## config.mk

```make
export PLATFORM = sky130hd
export DESIGN_NAME = multifunction_button_press_controller
export DESIGN_NICKNAME = d
export VERILOG_FILES = /design/src/sv/mbpc_pkg.sv /design/src/sv/mbpc_cfg.sv /design/src/sv/mbpc_step.sv /design/src/sv/multifunction_button_press_controller.sv
export SDC_FILE = /design/constraint.sdc
export NUM_CORES = 1
export LEC_CHECK = 0
export BUFFER_PORTS_ARGS = -buffer_cell sky130_fd_sc_hd__buf_2
export CAP_MARGIN = 20
export CORE_ASPECT_RATIO = 0.8
export CORE_MARGIN = 2
export CORE_UTILIZATION = 45
export CTS_CLUSTER_SIZE = 28
export DETAILED_ROUTE_END_ITERATION = 10
export PLACE_DENSITY = 0.7
export SLEW_MARGIN = 10
export SYNTH_ARGS = -nofsm -noshare
export SYNTH_HDL_FRONTEND = slang
export SYNTH_SLANG_ARGS = --single-unit
```

## constraint.sdc

```tcl
create_clock -name clk -period 6.5 [get_ports clk]
set_input_delay 0.975 -clock clk [delete_from_list [all_inputs] [get_ports clk]]
set_output_delay 0.975 -clock clk [all_outputs]
set_load 0.02 [all_outputs]
```

## src/sv/mbpc_pkg.sv

```systemverilog
`timescale 1ns / 1ps
`default_nettype none
package mbpc_pkg;

  localparam int unsigned CfgDataW = 16;
  localparam int unsigned CfgIdxW  = 3;

  typedef enum logic [CfgIdxW-1:0] {
    REG_MANUFACTURER_ENABLE = 3'd0,
    REG_TOUCH_ENABLE        = 3'd1,
    REG_MODE_LAST           = 3'd2,
    REG_BOOT_HOLD_MS        = 3'd3,
    REG_SHORT_LIMIT_MS      = 3'd4,
    REG_LONG_LIMIT_MS       = 3'd5,
    REG_SUPERLONG_LIMIT_MS  = 3'd6
  } cfg_reg_t;

  typedef enum logic [2:0] {
    PRESS_NONE      = 3'd0,
    PRESS_SHORT     = 3'd1,
    PRESS_LONG      = 3'd2,
    PRESS_SUPERLONG = 3'd3,
    PRESS_LONGEST   = 3'd4
  } press_class_t;

  localparam logic [3:0]  ModeLastReset      = 4'd5;
  localparam logic [15:0] BootHoldReset      = 16'd3000;
  localparam logic [15:0] ShortLimitReset    = 16'd1000;
  localparam logic [15:0] LongLimitReset     = 16'd3000;
  localparam logic [15:0] SuperlongLimitReset = 16'd7000;

  typedef struct packed {
    logic        manufacturer_enable;
    logic        touch_enable;
    logic [3:0]  mode_last;
    logic [15:0] boot_hold_ms;
    logic [15:0] short_limit_ms;
    logic [15:0] long_limit_ms;
    logic [15:0] superlong_limit_ms;
  } cfg_t;

  typedef struct packed {
    logic [31:0] now_ms;
    logic        mode_level;
    logic        block_level;
    logic        reset_level;
    logic        touch_level;
  } item_t;

  typedef struct packed {
    logic [3:0]   display_mode;
    logic         display_block;
    logic         uptime_shown;
    logic         save_request;
    logic         clear_request;
    logic [3:0]   clear_mode;
    logic         clear_block;
    press_class_t press_class;
  } result_t;

  // Next mode with wrap past the configured last mode.
  function automatic logic [3:0] mode_advance(input logic [3:0] mode,
                                              input logic [3:0] last);
    logic [4:0] m;
    m = {1'b0, mode} + 5'd1;
    if (m > {1'b0, last}) begin
      return 4'd0;
    end
    return m[3:0];
  endfunction

endpackage
`default_nettype wire

```

## src/sv/mbpc_cfg.sv

```systemverilog
`timescale 1ns / 1ps
`default_nettype none
module mbpc_cfg (
  input  wire logic                            clk,
  input  wire logic                            rst,
  input  wire logic                            cfg_write,
  input  wire logic [mbpc_pkg::CfgIdxW-1:0]    cfg_index,
  input  wire logic [mbpc_pkg::CfgDataW-1:0]   cfg_data,
  output mbpc_pkg::cfg_t                       cfg
);
  import mbpc_pkg::*;

  always_ff @(posedge clk) begin
    if (rst) begin
      cfg.manufacturer_enable <= 1'b0;
      cfg.touch_enable        <= 1'b0;
      cfg.mode_last           <= ModeLastReset;
      cfg.boot_hold_ms        <= BootHoldReset;
      cfg.short_limit_ms      <= ShortLimitReset;
      cfg.long_limit_ms       <= LongLimitReset;
      cfg.superlong_limit_ms  <= SuperlongLimitReset;
    end else if (cfg_write) begin
      // Indexes past the list are dropped.
      case (cfg_index)
        REG_MANUFACTURER_ENABLE: cfg.manufacturer_enable <= cfg_data[0];
        REG_TOUCH_ENABLE:        cfg.touch_enable        <= cfg_data[0];
        REG_MODE_LAST:           cfg.mode_last           <= cfg_data[3:0];
        REG_BOOT_HOLD_MS:        cfg.boot_hold_ms        <= cfg_data;
        REG_SHORT_LIMIT_MS:      cfg.short_limit_ms      <= cfg_data;
        REG_LONG_LIMIT_MS:       cfg.long_limit_ms       <= cfg_data;
        REG_SUPERLONG_LIMIT_MS:  cfg.superlong_limit_ms  <= cfg_data;
        default: ;
      endcase
    end
  end

endmodule
`default_nettype wire

```

## src/sv/mbpc_step.sv

```systemverilog
`timescale 1ns / 1ps
`default_nettype none
module mbpc_step (
  input  wire logic      clk,
  input  wire logic      rst,
  input  wire logic      step,
  input  wire mbpc_pkg::item_t item,
  input  wire mbpc_pkg::cfg_t  cfg,
  output mbpc_pkg::result_t res
);
  import mbpc_pkg::*;

  logic        last_mode_level, last_reset_level, last_touch_level;
  logic        touch_held, touch_held_next;
  logic [31:0] press_start, press_start_next;
  logic [3:0]  mode_now, mode_now_next;
  logic        block_now, block_now_next;
  logic        uptime_on, uptime_on_next;

  logic        touch_lv, active, buttons;
  logic        mode_fall, reset_fall, touch_rise, release_hit;
  logic        held_mid;
  logic [31:0] start_mid, dur;
  logic [3:0]  mode_mid;
  logic        block_mid, clr_mid;
  logic        is_short, is_long, is_superlong;

  assign touch_lv   = cfg.touch_enable & item.touch_level;
  assign active     = item.now_ms >= {16'd0, cfg.boot_hold_ms};
  assign buttons    = active & cfg.manufacturer_enable;
  assign mode_fall  = buttons & ~item.mode_level & last_mode_level;
  assign reset_fall = buttons & ~item.reset_level & last_reset_level;
  assign touch_rise = active & touch_lv & ~last_touch_level;

  // Wired buttons first: mode, then block switch, then reset.
  assign mode_mid  = mode_fall ? mode_advance(mode_now, cfg.mode_last) : mode_now;
  assign block_mid = buttons ? item.block_level : block_now;
  assign clr_mid   = reset_fall;

  assign held_mid    = touch_rise | touch_held;
  assign start_mid   = touch_rise ? item.now_ms : press_start;
  assign release_hit = active & ~touch_lv & held_mid;
  assign dur         = item.now_ms - start_mid;

  assign is_short     = dur < {16'd0, cfg.short_limit_ms};
  assign is_long      = dur < {16'd0, cfg.long_limit_ms};
  assign is_superlong = dur < {16'd0, cfg.superlong_limit_ms};

  always_comb begin
    mode_now_next     = mode_mid;
    block_now_next    = block_mid;
    uptime_on_next    = uptime_on;
    touch_held_next   = release_hit ? 1'b0 : held_mid;
    press_start_next  = start_mid;
    res.save_request  = mode_fall;
    res.clear_request = clr_mid;
    res.clear_mode    = clr_mid ? mode_mid : 4'd0;
    res.clear_block   = clr_mid & block_mid;
    res.press_class   = PRESS_NONE;
    if (release_hit) begin
      priority if (is_short) begin
        res.press_class  = PRESS_SHORT;
        mode_now_next    = mode_advance(mode_mid, cfg.mode_last);
        res.save_request = 1'b1;
      end else if (is_long) begin
        res.press_class = PRESS_LONG;
        block_now_next  = ~block_mid;
      end else if (is_superlong) begin
        res.press_class = PRESS_SUPERLONG;
        // A clear from the reset button already stands; keep one request.
        if (!clr_mid) begin
          res.clear_request = 1'b1;
          res.clear_mode    = mode_mid;
          res.clear_block   = block_mid;
        end
      end else begin
        res.press_class = PRESS_LONGEST;
        uptime_on_next  = ~uptime_on;
      end
    end
    res.display_mode  = mode_now_next;
    res.display_block = block_now_next;
    res.uptime_shown  = uptime_on_next;
  end

  always_ff @(posedge clk) begin
    if (rst) begin
      last_mode_level  <= 1'b0;
      last_reset_level <= 1'b0;
      last_touch_level <= 1'b0;
      touch_held       <= 1'b0;
      press_start      <= 32'd0;
      mode_now         <= 4'd0;
      block_now        <= 1'b0;
      uptime_on        <= 1'b0;
    end else if (step) begin
      last_mode_level  <= item.mode_level;
      last_reset_level <= item.reset_level;
      last_touch_level <= touch_lv;
      touch_held       <= touch_held_next;
      press_start      <= press_start_next;
      mode_now         <= mode_now_next;
      block_now        <= block_now_next;
      uptime_on        <= uptime_on_next;
    end
  end

endmodule
`default_nettype wire

```

## src/sv/multifunction_button_press_controller.sv

```systemverilog
`timescale 1ns / 1ps
`default_nettype none
// Button and touch press controller. Each input beat is one sample (timestamp
// plus four levels) and yields exactly one result beat. A sample is captured
// in an input register, evaluated against the button/touch state and written
// to an output register, so one sample per clock is sustained while out_ready
// holds; the state update loop (edge detect, mode wrap, 32-bit hold compare)
// sets that rate. While a result waits on out_ready the input register can
// still take one sample; after that in_ready drops until the result is taken.
// Configuration registers are written through cfg_write/cfg_index/cfg_data
// and must only change while no sample is in flight.
module multifunction_button_press_controller (
  input  wire logic                          clk,
  input  wire logic                          rst,
  input  wire logic                          in_valid,
  output logic                               in_ready,
  input  wire logic [31:0]                   now_ms,
  input  wire logic                          mode_level,
  input  wire logic                          block_level,
  input  wire logic                          reset_level,
  input  wire logic                          touch_level,
  output logic                               out_valid,
  input  wire logic                          out_ready,
  output logic [3:0]                         display_mode,
  output logic                               display_block,
  output logic                               uptime_shown,
  output logic                               save_request,
  output logic                               clear_request,
  output logic [3:0]                         clear_mode,
  output logic                               clear_block,
  output logic [2:0]                         press_class,
  input  wire logic                          cfg_write,
  input  wire logic [mbpc_pkg::CfgIdxW-1:0]  cfg_index,
  input  wire logic [mbpc_pkg::CfgDataW-1:0] cfg_data
);
  import mbpc_pkg::*;

  cfg_t    cfg;
  item_t   s1_item;
  logic    s1_valid;
  logic    advance;
  result_t step_res;
  result_t out_res;

  assign advance  = s1_valid & (~out_valid | out_ready);
  assign in_ready = ~s1_valid | advance;

  always_ff @(posedge clk) begin
    if (rst) begin
      s1_valid <= 1'b0;
    end else if (in_valid && in_ready) begin
      s1_valid <= 1'b1;
    end else if (advance) begin
      s1_valid <= 1'b0;
    end
  end

  always_ff @(posedge clk) begin
    if (in_valid && in_ready) begin
      s1_item <= '{now_ms: now_ms, mode_level: mode_level, block_level: block_level,
                   reset_level: reset_level, touch_level: touch_level};
    end
  end

  mbpc_cfg u_cfg (
    .clk       (clk),
    .rst       (rst),
    .cfg_write (cfg_write),
    .cfg_index (cfg_index),
    .cfg_data  (cfg_data),
    .cfg       (cfg)
  );

  mbpc_step u_step (
    .clk  (clk),
    .rst  (rst),
    .step (advance),
    .item (s1_item),
    .cfg  (cfg),
    .res  (step_res)
  );

  always_ff @(posedge clk) begin
    if (rst) begin
      out_valid <= 1'b0;
    end else if (advance) begin
      out_valid <= 1'b1;
    end else if (out_ready) begin
      out_valid <= 1'b0;
    end
  end

  always_ff @(posedge clk) begin
    if (advance) begin
      out_res <= step_res;
    end
  end

  assign display_mode  = out_res.display_mode;
  assign display_block = out_res.display_block;
  assign uptime_shown  = out_res.uptime_shown;
  assign save_request  = out_res.save_request;
  assign clear_request = out_res.clear_request;
  assign clear_mode    = out_res.clear_mode;
  assign clear_block   = out_res.clear_block;
  assign press_class   = out_res.press_class;

endmodule
`default_nettype wire

```

After elaboration in Yosys (flattened, before gate mapping):

Index checks and enable logic that the tools add are counted.

* add/subtract/negate cells: 3
* multipliers: 0
* divide/modulo/power cells: 0
* order comparisons: 6
* equal/unequal tests: 6
* shift operators: 0
* mux-type cells: 35
* bitwise gates (word level): 24
* reductions and logical operators: 13

Operator list (number)
* 32-bit by 16-bit less-than comparator with 1-bit output: 3
* 32-bit by 16-bit greater-or-equal comparator with 1-bit output: 1
* 32-bit two-way mux: 1
* 4-bit two-way mux: 8
* 32-bit subtractor: 1
* 1-bit two-way mux: 18
* 6-bit two-way mux: 3
* 2-bit AND reduction: 7
* 1-bit AND: 12
* 4-bit by 1-bit adder with 5-bit output, second input constant: 2
* 5-bit by 4-bit greater-than comparator with 1-bit output: 2
* 10-bit two-way mux: 1
* 3-bit equality test, second input constant: 3
* 3-bit two-way mux: 3
* 1-bit NOT: 9
* 3-bit by 2-bit equality test with 1-bit output, second input constant: 2
* 5-bit two-way mux: 1
* 2-bit nonzero test: 2
* 3-bit by 1-bit equality test with 1-bit output, second input constant: 1
* 3-bit logical NOT: 1
* 1-bit bitwise OR: 3
* 3-bit OR reduction: 1
* 2-bit OR reduction: 1
* 1-bit logical AND: 1

* bits in registers: 166
* latch bits: 0
* bits in writable memories: 0
* memory bits (read-only): 0
* input port bits: 60
* output and inout bits: 18
* logic and storage cells: 119
* memories: 0

Longest topological paths before layout:

Gate-level depths: netlist (run 1).

* depth after elaboration: 13
* depth in mapped cells: 30
* gate-level depth less buffers: 29

Modules after synthesis:

From an unflattened synthesis (run 1), not the netlist that was laid out.

* cell total of the unflattened synthesis: 1205
* area, all modules: 11000.6 µm²

Modules (own cells, without submodules)
* mbpc_step: times used 1, cells each 874, area each 6403.6 µm², seq. area each 840.8 µm²
* mbpc_cfg: times used 1, cells each 269, area each 2931.6 µm², seq. area each 1401.3 µm²
* multifunction_button_press_controller: times used 1, cells each 62, area each 1665.3 µm², seq. area each 1601.5 µm²

Worst setup path after synthesis (run 1):

No wires, ideal clock.

* path type: register to register
* start: register s1_item[15] (netlist bit)
* end: register u_step.mode_now[0]
* setup time: 115 ps
* arrival: 7025 ps
* required time: 6385 ps
* setup slack: -639 ps
* cell stages (with the launch flop): 28
* path buffers: 2
* period minus slack after synthesis: 7139 ps
* cell sequence: edfxtp_1 ha_1 and4_1 nand2_1 or4_4 a31oi_4 buf_4 clkbuf_1 mux2i_1 inv_1 fa_1 nand2b_1 a21oi_1 o41a_1 nand2_1 a211o_1 and4_1 nor2_1 xnor2_1 ha_1 a21o_1 a21oi_1 o21ai_0 a21o_1 or4_1 a2111oi_4 mux2_2 o21a_1

RTL lines
* from (decl): RTL line multifunction_button_press_controller.sv:39 `item_t s1_item;`
* from (signal assigned): RTL line multifunction_button_press_controller.sv:60 `s1_item <= '{now_ms: now_ms, mode_level: mode_level, block_level: block_level,`
* to (signal assigned): RTL line mbpc_step.sv:102 `mode_now <= mode_now_next;`
* to (decl): RTL line mbpc_step.sv:16 `logic [3:0] mode_now, mode_now_next;`

==> results by stage, run 1 <==
Timing:
- Between clock sinks in the finished design, the worst skew comes to 16.8 ps.
- Derived from the worst setup path, the maximum achievable clock frequency is between 0.15 and 0.2 GHz.
- The number of setup violations in the final report is 0.
- The post-route worst hold slack is between 400 and 500 ps.
- Setup repair after global routing could not meet its margin everywhere.
- The final critical-path share of the clock period is 99.8%.
- The total negative setup slack is 0 ps.
- The number of slew-limit violations in the final report is 0.
- The worst slew slack as a fraction of its limit is 27.8%.
- After layout, the minimum clock period comes to approximately 6500 ps.
- The count of endpoints failing hold in the final timing report came to 0.
- The transition time at the pin with the least slew margin is 1080 ps.

GRT:
- The overall routing resource usage is 24.0%.
- The pin count of the biggest net entering global routing is 96.
- The number of antenna violations at the first check in global routing is 0.
- The first-pass GRT wire length is 47100 um.
- The via count of the first global-routing pass was between 8000 and 9000.
- After global routing the overflow that remains totals 0.

Logic synthesis:
- In the synthesized netlist the dominant register cell turns out to be dfxtp_1.
- The number of enable flip-flop cells after synthesis is 52.
- The proportion of synthesized flip-flops having asynchronous set or reset is 0%.
- The count of synthesis-stage warnings from yosys is 0.
- In this run, synthesis produced a sequential element count of 166.
- The gate count of the mapped netlist is 1267.
- The post-synth net total is 1427.
- Summing the sequential cell areas from Yosys gives a little over a third of the chip area.
- The number of different library cells used by synthesis comes to 80.
- The mean instance size in the synthesized netlist is 8.38 um^2.
- The cell area that synthesis handed to floorplanning was 10600 um^2.

Detailed routing:
- The routed wirelength normalized by instance count is 17.3 um.
- The top layer reached by signal wires is met4.
- Wire segments on met3 add up to 1720 um in the final route.
- The routed length on met2 is 13100 um.
- After detailed routing, the number of vias per cell comes to 5.63.
- The first detailed-routing pass ran for 7 iterations.
- The routed design has 29300 um of wire.
- The via count is 9543.
- The DRC marker count from the first detailed-route iteration is roughly 740.
- The post-route DRC violation count is 0.
- In the final routing, the length of wire on met1 measures 13800 um.
- The count of nets left with antenna violations once routing finished came out at 0.

Cells and area:
- Across the whole layout, storage elements account for between 3000 and 4000 um^2.
- In the layout the commonest cells are nand2_1 (235), a21oi_1 (132), dfxtp_1 (114), ha_1 (97), inv_1 (81).
- For this run, the post-layout net count is 1531.
- The repair_antennas step left the layout with diodes totalling 0.
- The area growth from synthesis to layout is 16.7%.
- The number of filler instances in the final layout is between 2000 and 2500.
- The number of non-filler instances in the completed layout is between 1500 and 2000.
- The total area of multi-input combinational cells is 6430 um^2.
- With fillers left out, the area of the finished cells amounts to about 12000 um^2.
- The library cell used most frequently in the layout, excluding fill and tap cells, is nand2_1.
- The post-route netlist has between 15 and 20% of its cells at a drive strength greater than 1.

Floorplan:
- The initial utilization of the core area, before any placement, comes to 45.6%.
- The floorplan step set the die height to 141 um.
- The floorplan has 50 rows.
- The floorplan step defined a core boundary enclosing 23300 um^2.
- Pin placement for this block handled just under 80 I/O pins.
- The die boundary width is 176 um.
- The die footprint is roughly 25000 um^2.

CTS:
- The clock tree synthesis step divided the H-tree into 4 levels.
- The clock latency of the later-clocked register in the worst-skew pair is 440 ps.
- TritonCTS built the clock tree.
- The clock edge transition at the registers on the reported setup and hold paths is ~80 ps.
- The buffer cell driving the clock tree root is clkbuf_16.
- The number of clock buffers inserted by TritonCTS is 17.
- The deepest clock path buffer count is 2.
- The clock net in this run drives a total of 166 sinks.
- The count of hold-fix buffers inserted at cts is 0.

Hold path:
- The worst min-delay path category is reg2reg.

Worst setup path:
- The highest net fanout along the worst path is 6.
- The required time at the worst-slack endpoint is 6840 ps.
- The endpoint class of the critical path is a flip-flop.
- The internal reg-to-reg setup slack is 10 ps.
- The worst setup path is launched from a flip-flop.
- STA puts the critical path data arrival time at just under 7000 ps.
- The critical path start-end classification is reg2reg.

Placed design:
- After detailed placement, the total cell area comes to between 10000 and 15000 um^2.
- The weighted congestion at the end of routability-driven global placement is 0.961.
- In this run, placement finished with an instance count of 1656.
- The number of input and output port buffers inserted is 77.
- The placed wire-length estimate is 21900 um.

Power:
- The cell leakage power is 4.92 nW.
- Summing internal, switching and leakage power gives 0.00258 W.
- Across the VDD grid, the largest voltage drop is 0.211 mV.
- The total power per unit cell area is 208 nW/um^2.

Outcome:
- The flow ran to the end, and the final reports show no timing, DRC or antenna violations.

Job:
- The number of max-cap violations is 0.
## kinds of logic after synthesis
group                    synth area share, %
AO/OA/AOI/OAI                           21.1
XOR/XNOR                                2.06
adder cells (fa/ha/maj)                 11.9
buffers and inverters                   4.82
flip-flops                              36.2
multiplexers                            3.83
AND/OR/NAND/NOR                         20.1
## synthesized netlist by cell type, types with 3 or more instances
cell type / number / area share [%]
and2_1: 4 / 0.24
a21boi_0: 7 / 0.50
o21ai_0: 41 / 1.9
a211o_1: 9 / 0.74
nand4b_1: 4 / 0.33
o21bai_1: 5 / 0.35
o2111ai_1: 3 / 0.25
o211a_1: 3 / 0.28
nand2b_1: 16 / 0.94
nand3_1: 24 / 1.1
a31oi_1: 5 / 0.29
nor2b_1: 14 / 0.83
a21oi_1: 135 / 6.4
inv_1: 81 / 2.9
or3_1: 9 / 0.53
nor4_1: 7 / 0.41
clkbuf_1: 48 / 1.7
o211ai_1: 33 / 2.3
edfxtp_1: 52 / 15
nor2_1: 77 / 2.7
xor2_1: 7 / 0.58
buf_2: 4 / 0.19
o21a_1: 24 / 1.7
and3_1: 7 / 0.41
a31o_2: 3 / 0.25
mux2_2: 4 / 0.42
or2_2: 7 / 0.41
nand2_1: 237 / 8.4
nand4_1: 19 / 1.1
xnor2_1: 18 / 1.5
and4_1: 7 / 0.58
a21o_1: 21 / 1.5
dfxtp_1: 114 / 22
nor3b_1: 5 / 0.35
mux2i_1: 35 / 3.3
a211oi_1: 11 / 0.78
ha_1: 99 / 12
nor3_1: 15 / 0.71
## repair_timing
| item | in CTS | in global routing |
|---|---|---|
| setup endpoints to repair | 8 | 17 |
| gates cloned | 0 | 0 |
| buffers inserted | 4 | 4 |
| resized for setup | 6 | 20 |
| pin swaps | 2 | 3 |
## power by group
group / internal [W] / switching (W)
Sequential: 0.00110 / 0.0000217
Clock: 0.000507 / 0.000478
Combinational: 0.000190 / 0.000281
## flip-flops by register name (all words and copies together), names as in the netlist, 3 cells and up
signal / flops
u_cfg.cfg: 70
u_step.press_start: 32
u_step.mode_now: 4
clear_mode: 4
display_mode: 4
press_class: 3
s1_item: 36
## area by class of cell
| class | count | area share [%] |
|---|---|---|
| Clock buffer | 17 | 3.43 |
| Timing Repair Buffer | 138 | 6.90 |
| Clock inverter | 15 | 1.15 |
| Tap cell | 312 | 3.15 |
| Multi-Input combinational cell | 967 | 51.9 |
| Inverter | 81 | 2.45 |
| Sequential cell | 166 | 31.0 |
## path summary, 6_finish.rpt
path,from,endpoint,cells after the start
worst min register to register,u_cfg.cfg[36]$_SDFFE_PP0P_,u_cfg.cfg[36]$_SDFFE_PP0P_,2
worst max register to register,s1_item[19]$_DFFE_PP_,u_step.mode_now[0]$_SDFFE_PP0P_,27
worst min-delay path,u_cfg.cfg[36]$_SDFFE_PP0P_,u_cfg.cfg[36]$_SDFFE_PP0P_,2
worst max-delay path,s1_item[19]$_DFFE_PP_,u_step.mode_now[0]$_SDFFE_PP0P_,27
## stage by stage
stage / util, % / setup WS, ps
final: 53.2 / 13.2
after global routing: 53.2 / -243
after CTS: 52.7 / 4.25
after detailed placement: 50.0 / -128
after global placement: 49.9 / 49.5
after floorplan: - / 8.36
## metal layers
metal,up-vias,GRT usage (%)
met2,275,38.2
met4,0,7.79
met1,4496,33.5
met3,42,3.91
met5,-,0
li1,4730,-
## critical path, cell delays in order (launching register included)
cell and delay, ps:
edfxtp_1 450, ha_4 310, and4_4 240, nand2_4 60, or4_4 460, a31oi_4 300
mux2i_2 310, ha_1 300, and3_1 160, a211oi_2 170, a21o_1 200, nand2_2 100
buf_4 160, nor2_1 70, a21oi_1 40, o221ai_1 220, xnor2_1 240, ha_1 320
a21o_1 190, a21o_1 170, a21oi_1 160, o21ai_1 70, a21o_1 220, or4_4 450
a2111oi_4 340, buf_6 190, mux2_4 310, o21a_1 170
Note: power is estimated with default switching activity, not from simulation.
==> run 2: changes to the inputs <==
PLACE_DENSITY = default   (was 0.7)
PLACE_DENSITY_LB_ADDON = 0.1   (was default)
==> results by stage, run 2 (synthesized netlist as in run 1, its figures left out) <==
Power:
- The logic gate share of total power is 18.7%.
- In this run the power density over the cells is 208 nW/um^2.
- For this design the total switching power over the nets is between 0.0008 and 0.0009 W.
- The worst voltage drop across the vdd grid is 0.172 mV.
- Of the total power, the share spent switching nets is between 30 and 40%.
- The total internal power is 0.00187 W.
- The cell leakage power is 5.10 nW.
- The part of the total power dissipated in the clock network is 39.1%.
- The relative contribution of sequential cells to total power is 42.1%.

Floorplan:
- The I/O pin count is 78.
- After floorplanning, the core was sized to cover about 23000 um^2.
- For this configuration, the core starts out at a cell density of a little under half.
- The die boundary width is 176 um.
- The placement row count is 50.
- Measured along the y axis, the die boundary spans 141 um.
- The die footprint is 24800 um^2.

Placed design:
- The post-place setup slack is -99.0 ps.
- Detailed placement finished with a half-perimeter wire length of roughly 23000 um.
- The weighted congestion at the end of routability-driven global placement is 0.961.
- The number of input and output port buffers inserted is 77.
- The number of placed instances, taps included is 1659.

Timing:
- Setup repair after global routing could not meet its margin everywhere.
- The count of endpoints failing hold in the final timing report came to 0.
- For the final database, setup skew stands at 19.6 ps.
- Setup violations remaining at the end of the flow were counted as 0.
- The number of slew-limit violations in the final report came to 0.
- The worst-case setup margin in the final layout is 62.0 ps.
- The smallest clock period supported by the final layout is computed as 6440 ps.
- The maximum clock rate is approximately 0.16 GHz.
- In the finished design, the share of the clock period the worst path needs comes to 99.0%.
- Measured against its own limit, the worst slew margin works out to 32.3%.
- At the pin with the least slew margin, the transition time is 1010 ps.
- In the final timing run, aggregate negative setup slack is 0 ps.

Detailed routing:
- The count of nets left with antenna violations once routing finished came out at 0.
- The post-route DRC violation count is 0.
- For this block, the initial DRC count from the detailed router was around 670.
- The final route contains 9602 vias.
- Before antenna repair, the detailed router went through 7 iterations.
- The via density per instance is 5.57.
- The routed wirelength normalized by instance count is about 18 um.
- The detailed-route wire length is 30800 um.

CTS:
- The clock edge transition at the registers on the reported setup and hold paths is 70 ps.
- The clock passes through at most 2 buffers.
- The CTS sink count is 166.
- The TritonCTS clock tree is yes.
- The H-tree was split into 4 levels.
- Buffers inserted during clock tree synthesis total 17.
- The buffer cell driving the clock tree root is clkbuf_16.
- At the later pin of the worst-skew pair, clock insertion delay measures 450 ps.

Worst setup path:
- For the worst setup path, the data required time is 6830 ps.
- The endpoint class of the critical path is a flip-flop.
- Data on the critical path arrives at its endpoint at 6770 ps.
- For this run, the slowest stage of the critical path takes between 400 and 500 ps.
- In this run the worst path has a maximum fanout of 5.
- The critical path in this run is classified as reg2reg.
- For this design, the slowest cell found on the critical path is or4_4.
- STA classifies the critical path startpoint as a flip-flop.

Cells and area:
- The library cells used most frequently in the layout, excluding fill and tap cells, are nand2_1 (234), a21oi_1 (128), dfxtp_1 (114), ha_1 (92), buf_4 (84).
- Ranked by flip-flop count, first place goes to u_cfg.cfg.
- The register with the most flip-flops in the layout has 70 of them.
- The final layout net count is 1560.
- The largest registers in the layout are u_cfg.cfg x70, s1_item x36, u_step.press_start x32.
- The proportion of layout cells with a drive suffix above 1 is 19.8%.
- The utilization after layout is a little under three fifths.
- The repair_antennas step left the layout with diodes totalling 0.
- The filler cells instantiated in the layout total between 2000 and 2500.
- For this run, the number of standard cells in the final layout without fillers is ~1700.
- The area growth from synthesis to layout is 20.8%.
- The library cell used most frequently in the layout, excluding fill and tap cells, is nand2_1.

GRT:
- The number of antenna violations at the first check in global routing was 0.
- The first-pass GRT wire length is 48200 um.
- The via count of the first global-routing pass is 8775.
- The overall routing resource usage is 24.9%.
- Entering global routing, the biggest net connects 51 pins.
- The total overflow left after global routing is 0.

Outcome:
- The run finished with clean final reports.

Hold path:
- The worst hold path belongs to the class reg2reg.

Job:
- Across the run, the number of max-cap violations was 0.
run 2: worst paths after layout:
| path | start | to | slack [ps] | cells after the start |
|---|---|---|---|---|
| max | s1_item[19]$_DFFE_PP_ | u_step.mode_now[1]$_SDFFE_PP0P_ | 60 | 29 |
| min | u_step.press_start[12]$_SDFFE_PP0P_ | u_step.press_start[12]$_SDFFE_PP0P_ | 460 | 2 |
| max reg2reg | s1_item[19]$_DFFE_PP_ | u_step.mode_now[1]$_SDFFE_PP0P_ | 60 | 29 |
| min reg2reg | u_step.press_start[12]$_SDFFE_PP0P_ | u_step.press_start[12]$_SDFFE_PP0P_ | 460 | 2 |
run 2: critical path, delay by kind of cell (launching register included):
kind                     cells  cell delay [ps]
adder cells (fa/ha/maj)      3              980
AND/OR/NAND/NOR              7             1600
AO/OA/AOI/OAI               11             1940
buffers and inverters        5              740
multiplexers                 2              490
flip-flops                   1              390
XOR/XNOR                     1              160
run 2: stage by stage:
step           total power (W)  hold slack [ps]  instance area, um^2
6_report               0.00267              455                12800
3_3_place_gp           0.00160              441                11700
4_1_cts                0.00267              457                12400
5_1_grt                0.00280              474                12800
2_1_floorplan          0.00144              434                10700
3_5_place_dp           0.00160              446                11700
run 2: cell type report:
type / count / area (um^2) / share of cell area [%]
clock buffer: 17 / 425 / 3.32
clock inverter: 15 / 183 / 1.42
inverter: 81 / 304 / 2.37
multi-input combinational: 967 / 6580 / 51.3
sequential: 166 / 3840 / 30.0
tap: 312 / 390 / 3.04
timing repair buffer: 167 / 1100 / 8.55
run 2: power by group through the flow:
stage	clock network, W	registers, W	logic (W)
final	0.00104	0.00113	0.000501
after global routing	0.00111	0.00113	0.000557
after CTS	0.00107	0.00113	0.000468
after detailed placement	0	0.00115	0.000452
after global placement	0	0.00115	0.000450
after floorplan	0	0.00115	0.000293
run 2: routing by layer:
metal	wire, um	track usage (%)	up-vias	part of all wire [%]
li1	-	-	4802	-
met1	14900	35.2	4521	48
met2	13800	39.0	243	45
met3	1500	4.53	36	4.9
met4	595	7.22	0	1.9
met5	0	0	-	0
run 2: repair_timing:
action,in CTS,in global routing
resized for setup,10,51
endpoints found under the setup margin,8,19
hold buffers,0,0
pin swaps,13,19
setup buffers,14,19
